File: src/hdl/sdbe_pkg.sv
package sdbe_pkg;

  localparam int SampleWidth = 24;
  localparam int CoefWidth   = 24;
  localparam int WordBits    = 48;
  localparam int FracBits    = WordBits - SampleWidth - 8;
  localparam int CfgIdxWidth = 3;
  localparam int CfgDataWidth = 2 * CoefWidth;

  // register indexes
  localparam logic [CfgIdxWidth-1:0] RegMode   = 3'd0;
  localparam logic [CfgIdxWidth-1:0] RegGain   = 3'd1;
  localparam logic [CfgIdxWidth-1:0] RegSide   = 3'd2;
  localparam logic [CfgIdxWidth-1:0] RegFirst  = 3'd3;
  localparam logic [CfgIdxWidth-1:0] RegSecond = 3'd4;
  localparam logic [CfgIdxWidth-1:0] RegNum    = 3'd5;
  localparam logic [CfgIdxWidth-1:0] RegDen    = 3'd6;

  localparam logic OpProcess = 1'b0;
  localparam logic OpClear   = 1'b1;

  typedef logic signed [WordBits-1:0] word_t;

  // datapath micro-operations
  typedef enum logic [3:0] {
    DP_NOP,
    DP_LOAD,     // load input words
    DP_BQ_MAC,   // biquad multiply-accumulate, term in step
    DP_BQ_DONE,  // store y and form outputs
    DP_SP_START, // start splitter k
    DP_SP_STAGE, // one pole stage (lower or upper) of splitter k
    DP_SP_END,   // finish splitter k
    DP_GAIN,     // bass gain on xl/xr low band
    DP_MIX,      // mix term for channel
    DP_OUT,      // latch outputs
    DP_CLEAR     // clear state entry
  } dp_op_t;

  typedef struct packed {
    dp_op_t     op;
    logic [1:0] k;     // splitter or channel
    logic [1:0] stage;
    logic       upper;
    logic [2:0] term;
    logic [4:0] addr;
  } dp_cmd_t;

  // saturate a wide sum back to one word
  function automatic word_t sat_word(input logic signed [WordBits+2:0] v);
    if (v[WordBits+2:WordBits-1] == '0 || v[WordBits+2:WordBits-1] == '1)
      return v[WordBits-1:0];
    return v[WordBits+2] ? {1'b1, {(WordBits-1){1'b0}}} : {1'b0, {(WordBits-1){1'b1}}};
  endfunction

  function automatic word_t sat_add(input word_t a, input word_t b);
    return sat_word((WordBits+3)'(a) + (WordBits+3)'(b));
  endfunction

  function automatic word_t sat_sub(input word_t a, input word_t b);
    return sat_word((WordBits+3)'(a) - (WordBits+3)'(b));
  endfunction

endpackage

File: src/hdl/sdbe_ctrl.sv
import sdbe_pkg::*;
module sdbe_ctrl (
  input  logic    clk,
  input  logic    rst,
  input  logic    start,
  input  logic    start_clear,
  input  logic    cfg_clear,
  input  logic    mode,
  input  logic    out_free,
  output logic    busy,
  output dp_cmd_t cmd
);
  localparam logic [3:0] S_IDLE  = 4'd0;
  localparam logic [3:0] S_BQ    = 4'd1;
  localparam logic [3:0] S_SPS   = 4'd2;
  localparam logic [3:0] S_SPG   = 4'd3;
  localparam logic [3:0] S_SPE   = 4'd4;
  localparam logic [3:0] S_GAIN  = 4'd5;
  localparam logic [3:0] S_MIX   = 4'd6;
  localparam logic [3:0] S_OUT   = 4'd7;
  localparam logic [3:0] S_CLR   = 4'd8;
  localparam logic [3:0] S_BQD   = 4'd9;
  localparam logic [3:0] S_LOAD  = 4'd10;

  logic [3:0] state, state_next;
  logic [3:0] wait_cnt, wait_cnt_next;
  logic [1:0] k, k_next;
  logic [2:0] sub, sub_next;
  logic [4:0] addr, addr_next;

  // each multiply/pole step takes a fixed wait for the registered RAM and multiplier
  localparam logic [3:0] StepWait = 4'd5;

  always_comb begin
    state_next    = state;
    wait_cnt_next = wait_cnt;
    k_next        = k;
    sub_next      = sub;
    addr_next     = addr;
    cmd           = '0;
    cmd.op        = DP_NOP;
    cmd.k         = k;
    cmd.stage     = sub[2:1];
    cmd.upper     = sub[0];
    cmd.term      = sub;
    cmd.addr      = addr;
    unique case (state)
      S_IDLE: begin
        if (cfg_clear) begin
          state_next = S_CLR;
          addr_next  = '0;
        end else if (start_clear) begin
          state_next = S_CLR;
          addr_next  = '0;
        end else if (start) begin
          state_next = S_LOAD;
        end
      end
      S_LOAD: begin
        cmd.op    = DP_LOAD;
        k_next    = '0;
        sub_next  = '0;
        wait_cnt_next = '0;
        state_next = mode ? S_BQ : S_SPS;
      end
      S_BQ: begin
        cmd.op = (wait_cnt == '0) ? DP_BQ_MAC : DP_NOP;
        wait_cnt_next = wait_cnt + 4'd1;
        if (wait_cnt == StepWait) begin
          wait_cnt_next = '0;
          if (sub == 3'd3) state_next = S_BQD;
          else sub_next = sub + 3'd1;
        end
      end
      S_BQD: begin
        cmd.op     = DP_BQ_DONE;
        state_next = S_OUT;
      end
      S_SPS: begin
        cmd.op        = DP_SP_START;
        sub_next      = '0;
        wait_cnt_next = '0;
        state_next    = S_SPG;
      end
      S_SPG: begin
        cmd.op = (wait_cnt == '0) ? DP_SP_STAGE : DP_NOP;
        wait_cnt_next = wait_cnt + 4'd1;
        if (wait_cnt == StepWait) begin
          wait_cnt_next = '0;
          if (sub == 3'd7) state_next = S_SPE;
          else sub_next = sub + 3'd1;
        end
      end
      S_SPE: begin
        cmd.op = DP_SP_END;
        wait_cnt_next = '0;
        if (k == 2'd1) begin
          state_next = S_GAIN;
          sub_next   = '0;
        end else if (k == 2'd3) begin
          state_next = S_MIX;
          k_next     = '0;
          sub_next   = '0;
        end else state_next = S_SPS;
        if (k != 2'd3) k_next = k + 2'd1;
      end
      S_GAIN: begin
        cmd.op = (wait_cnt == '0) ? DP_GAIN : DP_NOP;
        cmd.k  = {1'b0, sub[0]};
        wait_cnt_next = wait_cnt + 4'd1;
        if (wait_cnt == StepWait) begin
          wait_cnt_next = '0;
          if (sub[0]) begin
            state_next = S_SPS;
            sub_next   = '0;
          end else sub_next = 3'd1;
        end
      end
      S_MIX: begin
        cmd.op = (wait_cnt == '0) ? DP_MIX : DP_NOP;
        wait_cnt_next = wait_cnt + 4'd1;
        if (wait_cnt == StepWait) begin
          wait_cnt_next = '0;
          if (sub[0]) begin
            sub_next = '0;
            if (k == 2'd1) state_next = S_OUT;
            else k_next = 2'd1;
          end else sub_next = 3'd1;
        end
      end
      S_OUT: begin
        if (out_free) begin
          cmd.op     = DP_OUT;
          state_next = S_IDLE;
        end
      end
      S_CLR: begin
        cmd.op    = DP_CLEAR;
        addr_next = addr + 5'd1;
        if (addr == 5'd15) state_next = S_IDLE;
      end
      default: state_next = S_IDLE;
    endcase
  end

  always_ff @(posedge clk) begin
    if (rst) begin
      state    <= S_CLR;
      wait_cnt <= '0;
      k        <= '0;
      sub      <= '0;
      addr     <= '0;
    end else begin
      state    <= state_next;
      wait_cnt <= wait_cnt_next;
      k        <= k_next;
      sub      <= sub_next;
      addr     <= addr_next;
    end
  end

  assign busy = (state != S_IDLE);
endmodule

File: config.mk
export PLATFORM = sky130hd
export DESIGN_NAME = sdbe_ctrl
export DESIGN_NICKNAME = d
export VERILOG_FILES = /design/src/hdl/sdbe_pkg.sv /design/src/hdl/sdbe_ctrl.sv
export SDC_FILE = /design/constraint.sdc
export NUM_CORES = 1
export LEC_CHECK = 0
export ABC_AREA = 0
export ABC_CLOCK_PERIOD_IN_PS = 2300
export BUFFER_PORTS_ARGS = -buffer_cell sky130_fd_sc_hd__buf_2
export CAP_MARGIN = 40
export CORE_MARGIN = 5
export CORE_UTILIZATION = 50
export CTS_BUF_LIST = sky130_fd_sc_hd__clkbuf_16
export CTS_CLUSTER_DIAMETER = 100
export CTS_CLUSTER_SIZE = 28
export DETAILED_ROUTE_END_ITERATION = 12
export PLACE_DENSITY_LB_ADDON = 0.3
export SKIP_CTS_REPAIR_TIMING = 1
export SLEW_MARGIN = 20
export SYNTH_ARGS = -nofsm -noshare
export SYNTH_HDL_FRONTEND = slang
export SYNTH_SLANG_ARGS = --single-unit
export TNS_END_PERCENT = 5
File: constraint.sdc
create_clock -name clk -period 2.3 [get_ports clk]
set_input_delay 0.46 -clock clk [delete_from_list [all_inputs] [get_ports clk]]
set_output_delay 0.46 -clock clk [all_outputs]
set_load 0.02 [all_outputs]
==> results.sh, run 1 <==
export IMPL_path_cells="or3b_1 > nor2_1 > mux2_2 > buf_2"
export IMPL_wl_per_cell_um=14.4
export IMPL_finalHoldViolations=0
export IMPL_root_buffer="clkbuf_16"
export IMPL_intPower_uw=561
export IMPL_area_growth_pct=15.9
export IMPL_netSwitchingPower_uw=144
export IMPL_synth_area_leaders="dfxtp_1, ha_1, nor2_1"
export IMPL_cp_depth=4
export IMPL_grt_setup_unrepaired="false"
export IMPL_synthCells=194
export IMPL_pwr_share_seq_pct=45.6
export IMPL_avgSynthCellArea_um2=7.69
export IMPL_cts_tree="yes"
export IMPL_coreArea_um2=2810
export IMPL_dpl_hpwl_mm=2.66
export IMPL_finalClockSkew_ns=0.00382
export IMPL_cap_violations=0
export IMPL_die_y_um=64.6
export IMPL_ff2ff_path_depth=7
export IMPL_synth_flop_cell="dfxtp_1"
export IMPL_synth_most_common_cell="nor2_1"
export IMPL_ir_drop_v=0.000323
export IMPL_setup_viol=0
export IMPL_synth_seq_cells=18
export IMPL_num_io_pins=25
export IMPL_status="finished, final reports clean"
export IMPL_final_max_slew_viol_count=0
export IMPL_gr_total_overflow=0
export IMPL_layout_drive_gt1_share_pct=23.3
export IMPL_power_share_combinational_pct=4.8
export IMPL_fin_tns_setup_ns=0
export IMPL_cp_slowest_cell="or3b_1"
export IMPL_firstDrtPassIters=4
export IMPL_synth_warnings=0
export IMPL_die_area_um2=4180
export IMPL_clockBufferDepth=2
export IMPL_grt_max_degree=22
export IMPL_ys_types=51
export IMPL_tightest_slew_ns=0.550
export IMPL_synthAdderAreaFrac_pct=8.39
export IMPL_antenna_found_initial=0
export IMPL_path_class="reg -> out"
export IMPL_htree_num_levels=1
export IMPL_dpl_instance_area_um2=1640
export IMPL_synth_fp_nets=211
export IMPL_clock_power_share_pct=49.6
export IMPL_clock_latency_ns=0.25
export IMPL_swShare_pct=20.4
export IMPL_synthTopCellsByCount="nor2_1, dfxtp_1, a21oi_1"
export IMPL_crit_arrival_ns=1.76
export IMPL_synthXorXnorAreaFrac_pct=1.17
export IMPL_portBuffers=24
export IMPL_cp_required_ns=1.84
export IMPL_crit_path_end_kind="output pin"
export IMPL_synth_edf_count=0
export IMPL_yosysSeqAreaShare_pct=24.2
export IMPL_gp_congestion=0.885
export IMPL_cp_start_kind="flip-flop"
export IMPL_max_freq_mhz=451
export IMPL_die_x_um=64.6
export IMPL_fin_area_um2=1730
export IMPL_vias=1461
export IMPL_syn_cell_area_um2=1490
export IMPL_start_util_pct=53.2
export IMPL_viasPerCell=5.94
export IMPL_synth_compound_area_share_pct=21.7
export IMPL_hold_class="reg -> reg"
export IMPL_critPathMaxFanout=9
export IMPL_numCtsBuffers=3
export IMPL_critPathBufInv=1
export IMPL_synth_top_family_by_area="simple AND/OR/NAND/NOR gates"
export IMPL_first_global_vias=1378
export IMPL_grt_pass1_wl_mm=6.02
export IMPL_nNetsFinal=233
export IMPL_fin_crit_sh_pct=96.5
export IMPL_row_count=19
export IMPL_route_detailed_drc=0
export IMPL_synth_mux_area_share_pct=7.89
export IMPL_drt_wl_total_mm=3.55
export IMPL_power_density_nw_per_um2=408
export IMPL_fill_cells=253
export IMPL_slowest_delay_ns=0.42
export IMPL_max_slew_margin_pct=63.0
export IMPL_drtIter0Drc=91
export IMPL_grtUsageTotal_pct=17.7
export IMPL_clock_sinks=18
export IMPL_total_leakage_power_nw=0.791
export IMPL_drtAntennaViolNets=0
export IMPL_cts_clk_slew_worst_paths_ns=0.05
export IMPL_period_minus_slack_ns=2.22
export IMPL_hold_path_depth=2
export IMPL_netlist_top_cell_by_area="dfxtp_1"
export IMPL_async_reset_ff_share_pct=0
export IMPL_diodes=0
export IMPL_cp_top_family="simple AND/OR/NAND/NOR gates"
export IMPL_synth_top_area_share_pct=24.2
export IMPL_synth_simple_area_share_pct=28.6
[layout by cell type, fill, tap and decap left out, types with 6 or more instances in the layout]
master and instances:
nor2_1 24, inv_1 8, buf_2 24, o21ai_0 6
or3_1 7, nand2b_1 6, a21oi_1 17, ha_1 10
mux2i_1 8, nand2_1 13, buf_4 10, dfxtp_1 15
[cell families after synthesis]
logic type,Yosys count
DFF,18
xor gates and xnor gates,2
buffers and inverters,26
and+or+nand+nor,79
AOI/OAI and AO/OA,48
muxes,11
adders and majority gates,10
[flip-flops by register name (all words and copies together), names as in the netlist]
| signal | cells |
|---|---|
| state | 4 |
| k | 2 |
| wait_cnt | 4 |
| addr | 5 |
| sub | 3 |
[layout make-up]
| type | count | area, µm² | area share, % |
|---|---|---|---|
| Clock inverter | 1 | 3.75 | 0.217 |
| Inverter | 9 | 33.8 | 1.95 |
| Clock buffer | 3 | 75.1 | 4.34 |
| Timing Repair Buffer | 34 | 195 | 11.3 |
| Multi-Input combinational cell | 150 | 1020 | 58.9 |
| Tap cell | 31 | 38.8 | 2.24 |
| Sequential cell | 18 | 364 | 21.1 |
[power by group through the flow]
stage / sequential, mW / combinational (mW) / clock, mW
floorplan: 0.333 / 0.0144 / 0
global placement: 0.327 / 0.0329 / 0
detailed placement: 0.328 / 0.0339 / 0
CTS: 0.321 / 0.0341 / 0.360
global route: 0.322 / 0.0370 / 0.378
finish: 0.321 / 0.0339 / 0.350
[final timing paths]
| check | slack (ns) | from | to |
|---|---|---|---|
| worst max-delay path | 0.08 | state[2] | cmd[11] |
| worst min-delay path | 0.49 | sub[1] | sub[1] |
| worst max register to register | 0.37 | sub[0] | sub[0] |
| worst min register to register | 0.49 | sub[1] | sub[1] |
[per-layer routing]
| layer | routed length [µm] | part of all wire [%] | vias to the layer above | GRT usage [%] |
|---|---|---|---|---|
| met5 | 0 | 0 | - | 0 |
| met3 | 200 | 5.6 | 7 | 2.59 |
| met1 | 1510 | 42 | 674 | 21.1 |
| met2 | 1780 | 50 | 48 | 31.6 |
| li1 | - | - | 732 | - |
| met4 | 61 | 1.7 | 0 | 7.39 |
[worst min-delay path, stage by stage (launching register included)]
cell and delay, ns:
dfxtp_1 0.33, nand2_1 0.06, a21oi_1 0.05
[per-stage QoR]
| step | utilization [%] | worst slack, ns | hold WS (ns) | cells | power, mW |
|---|---|---|---|---|---|
| global route | 61.6 | 0.0110 | 0.523 | 246 | 0.737 |
| finish | 61.6 | 0.0815 | 0.493 | 246 | 0.705 |
| CTS | 61.2 | 0.0182 | 0.491 | 246 | 0.715 |
| detailed placement | 58.4 | 0.239 | 0.484 | 242 | 0.362 |
| floorplan | - | 0.104 | 0.467 | 194 | 0.347 |
| global placement | 58.4 | 0.255 | 0.468 | 242 | 0.360 |
Note: power is estimated with default switching activity, not from simulation.
==> inputs of run 2 (changes only) <==
ABC_CLOCK_PERIOD_IN_PS = 2450   (was 2300)
HOLD_SLACK_MARGIN = 0.03   (was not set)
clock period = 2.45 ns   (was 2.3 ns; I/O delays follow)
==> run 2 against run 1 <==
  * Register-to-register slack better by 0.04 ns
  * Core utilization down 1.5 points
  * Wire length down 1.9%
  * Critical endpoint unchanged
  * Largest power group unchanged
==> results.sh, run 2 (synthesized netlist as in run 1, its figures left out) <==
export IMPL_status="finished, final reports clean"
export IMPL_slowest_delay_ns=0.47
export IMPL_htree_num_levels=1
export IMPL_cp_required_ns=1.96
export IMPL_ir_drop_v=0.000226
export IMPL_hold_path_startpoint="sub[1]"
export IMPL_total_leakage_power_nw=0.769
export IMPL_fin_crit_sh_pct=96.1
export IMPL_met2_length_mm=1.76
export IMPL_final_max_slew_viol_count=0
export IMPL_viasPerCell=5.92
export IMPL_nNetsFinal=229
export IMPL_critPathMaxFanout=11
export IMPL_final_cells=242
export IMPL_place_ws_ns=0.330
export IMPL_first_global_vias=1369
export IMPL_finalHoldViolations=0
export IMPL_layout_drive_gt1_share_pct=19.4
export IMPL_coreArea_um2=2810
export IMPL_die_area_um2=4180
export IMPL_area_growth_pct=13.2
export IMPL_grt_setup_unrepaired="false"
export IMPL_max_freq_mhz=425
export IMPL_timing_final_ws_setup_ns=0.0946
export IMPL_crit_arrival_ns=1.87
export IMPL_top_regs="addr (5), state (4), wait_cnt (4)"
export IMPL_mostFrequentLayoutCells="nor2_1, buf_2, dfxtp_1, a21oi_1, nand2_1"
export IMPL_root_buffer="clkbuf_16"
export IMPL_period_minus_slack_ns=2.36
export IMPL_wl_per_cell_um=14.4
export IMPL_crit_path_end_kind="output pin"
export IMPL_gp_congestion=0.867
export IMPL_cp_start_kind="flip-flop"
export IMPL_tightest_slew_ns=0.524
export IMPL_start_util_pct=53.2
export IMPL_firstDrtPassIters=4
export IMPL_highest_layer="met4"
export IMPL_row_count=19
export IMPL_fin_total_pwr_uw=662
export IMPL_wl_met1_mm=1.56
export IMPL_vias=1432
export IMPL_clock_latency_ns=0.25
export IMPL_clockBufferDepth=2
export IMPL_critPathBufInv=1
export IMPL_gr_total_overflow=0
export IMPL_antenna_found_initial=0
export IMPL_clock_sinks=18
export IMPL_timing_rr_start="state[3]"
export IMPL_power_density_nw_per_um2=392
export IMPL_cts_clk_slew_worst_paths_ns=0.05
export IMPL_setup_viol=0
export IMPL_hold_class="reg -> reg"
export IMPL_max_slew_margin_pct=64.8
export IMPL_regMostFlops="addr"
export IMPL_cap_violations=0
export IMPL_grt_pass1_wl_mm=6.14
export IMPL_drtIter0Drc=151
export IMPL_cp_startpoint="state[3]"
export IMPL_cts_tree="yes"
export IMPL_cp_slowest_cell="or3b_1"
export IMPL_cp_top_family="simple AND/OR/NAND/NOR gates"
export IMPL_drtAntennaViolNets=0
export IMPL_num_io_pins=25
export IMPL_path_cells="or3b_1 > nor2_1 > mux2_2 > buf_2"
export IMPL_finalClockSkew_ns=0.00218
export IMPL_die_y_um=64.6
export IMPL_grt_max_degree=27
export IMPL_largest_reg_flops=5
export IMPL_fin_tns_setup_ns=0
export IMPL_portBuffers=24
export IMPL_path_class="reg -> out"
export IMPL_dpl_hpwl_mm=2.56
export IMPL_route_detailed_drc=0
export IMPL_diodes=0
export IMPL_dp_cells=238
export IMPL_met3_length_um=105
export IMPL_numCtsBuffers=3
export IMPL_fill_cells=254
export IMPL_grtUsageTotal_pct=17.9
export IMPL_drt_wl_total_mm=3.48
export IMPL_die_x_um=64.6
-- run 2: changes by cell type in the layout (fill, tap and decap cells not counted), sizes merged --
cell	before	now
buf	34	30
-- run 2: final timing paths --
| check | endpoint | slack [ns] | cells past startpoint |
|---|---|---|---|
| setup / recovery | cmd[11] | 0.09 | 4 |
| hold / removal | sub[1] | 0.48 | 2 |
| setup reg to reg | state[2] | 0.41 | 5 |
| hold reg to reg | sub[1] | 0.48 | 2 |
-- run 2: layer usage --
layer / track usage (%) / vias to the layer above
li1: - / 724
met1: 22.2 / 677
met3: 2.59 / 7
met2: 31.4 / 24
met5: 0 / -
met4: 6.86 / 0
-- run 2: per-stage QoR --
step	cell area [µm²]	util, %	hold slack (ns)
after global routing	1690	60.2	0.510
after CTS	1690	60.2	0.484
after global placement	1610	57.4	0.467
after floorplan	1490	-	0.467
after detailed placement	1610	57.4	0.477
final	1690	60.2	0.484
-- run 2: cell type report --
type                            count  area (µm²)  area share (%)
Multi-Input combinational cell    150        1010            59.9
Timing Repair Buffer               30         165            9.78
Inverter                            9        33.8            2.00
Clock inverter                      1        3.75           0.222
Sequential cell                    18         360            21.3
Tap cell                           31        38.8            2.30
Clock buffer                        3        75.1            4.45
-- run 2: worst min-delay path, cell delays in order, from the launching register on --
cell,delay (ns)
dfxtp_1,0.33
nand2_1,0.06
a21oi_1,0.05
-- run 2: where the power goes --
group          total (mW)  switching [mW]  internal [mW]
clock network       0.329           0.112          0.217
logic              0.0319          0.0191         0.0128
registers           0.301         0.00423          0.297
total               0.662           0.135          0.527
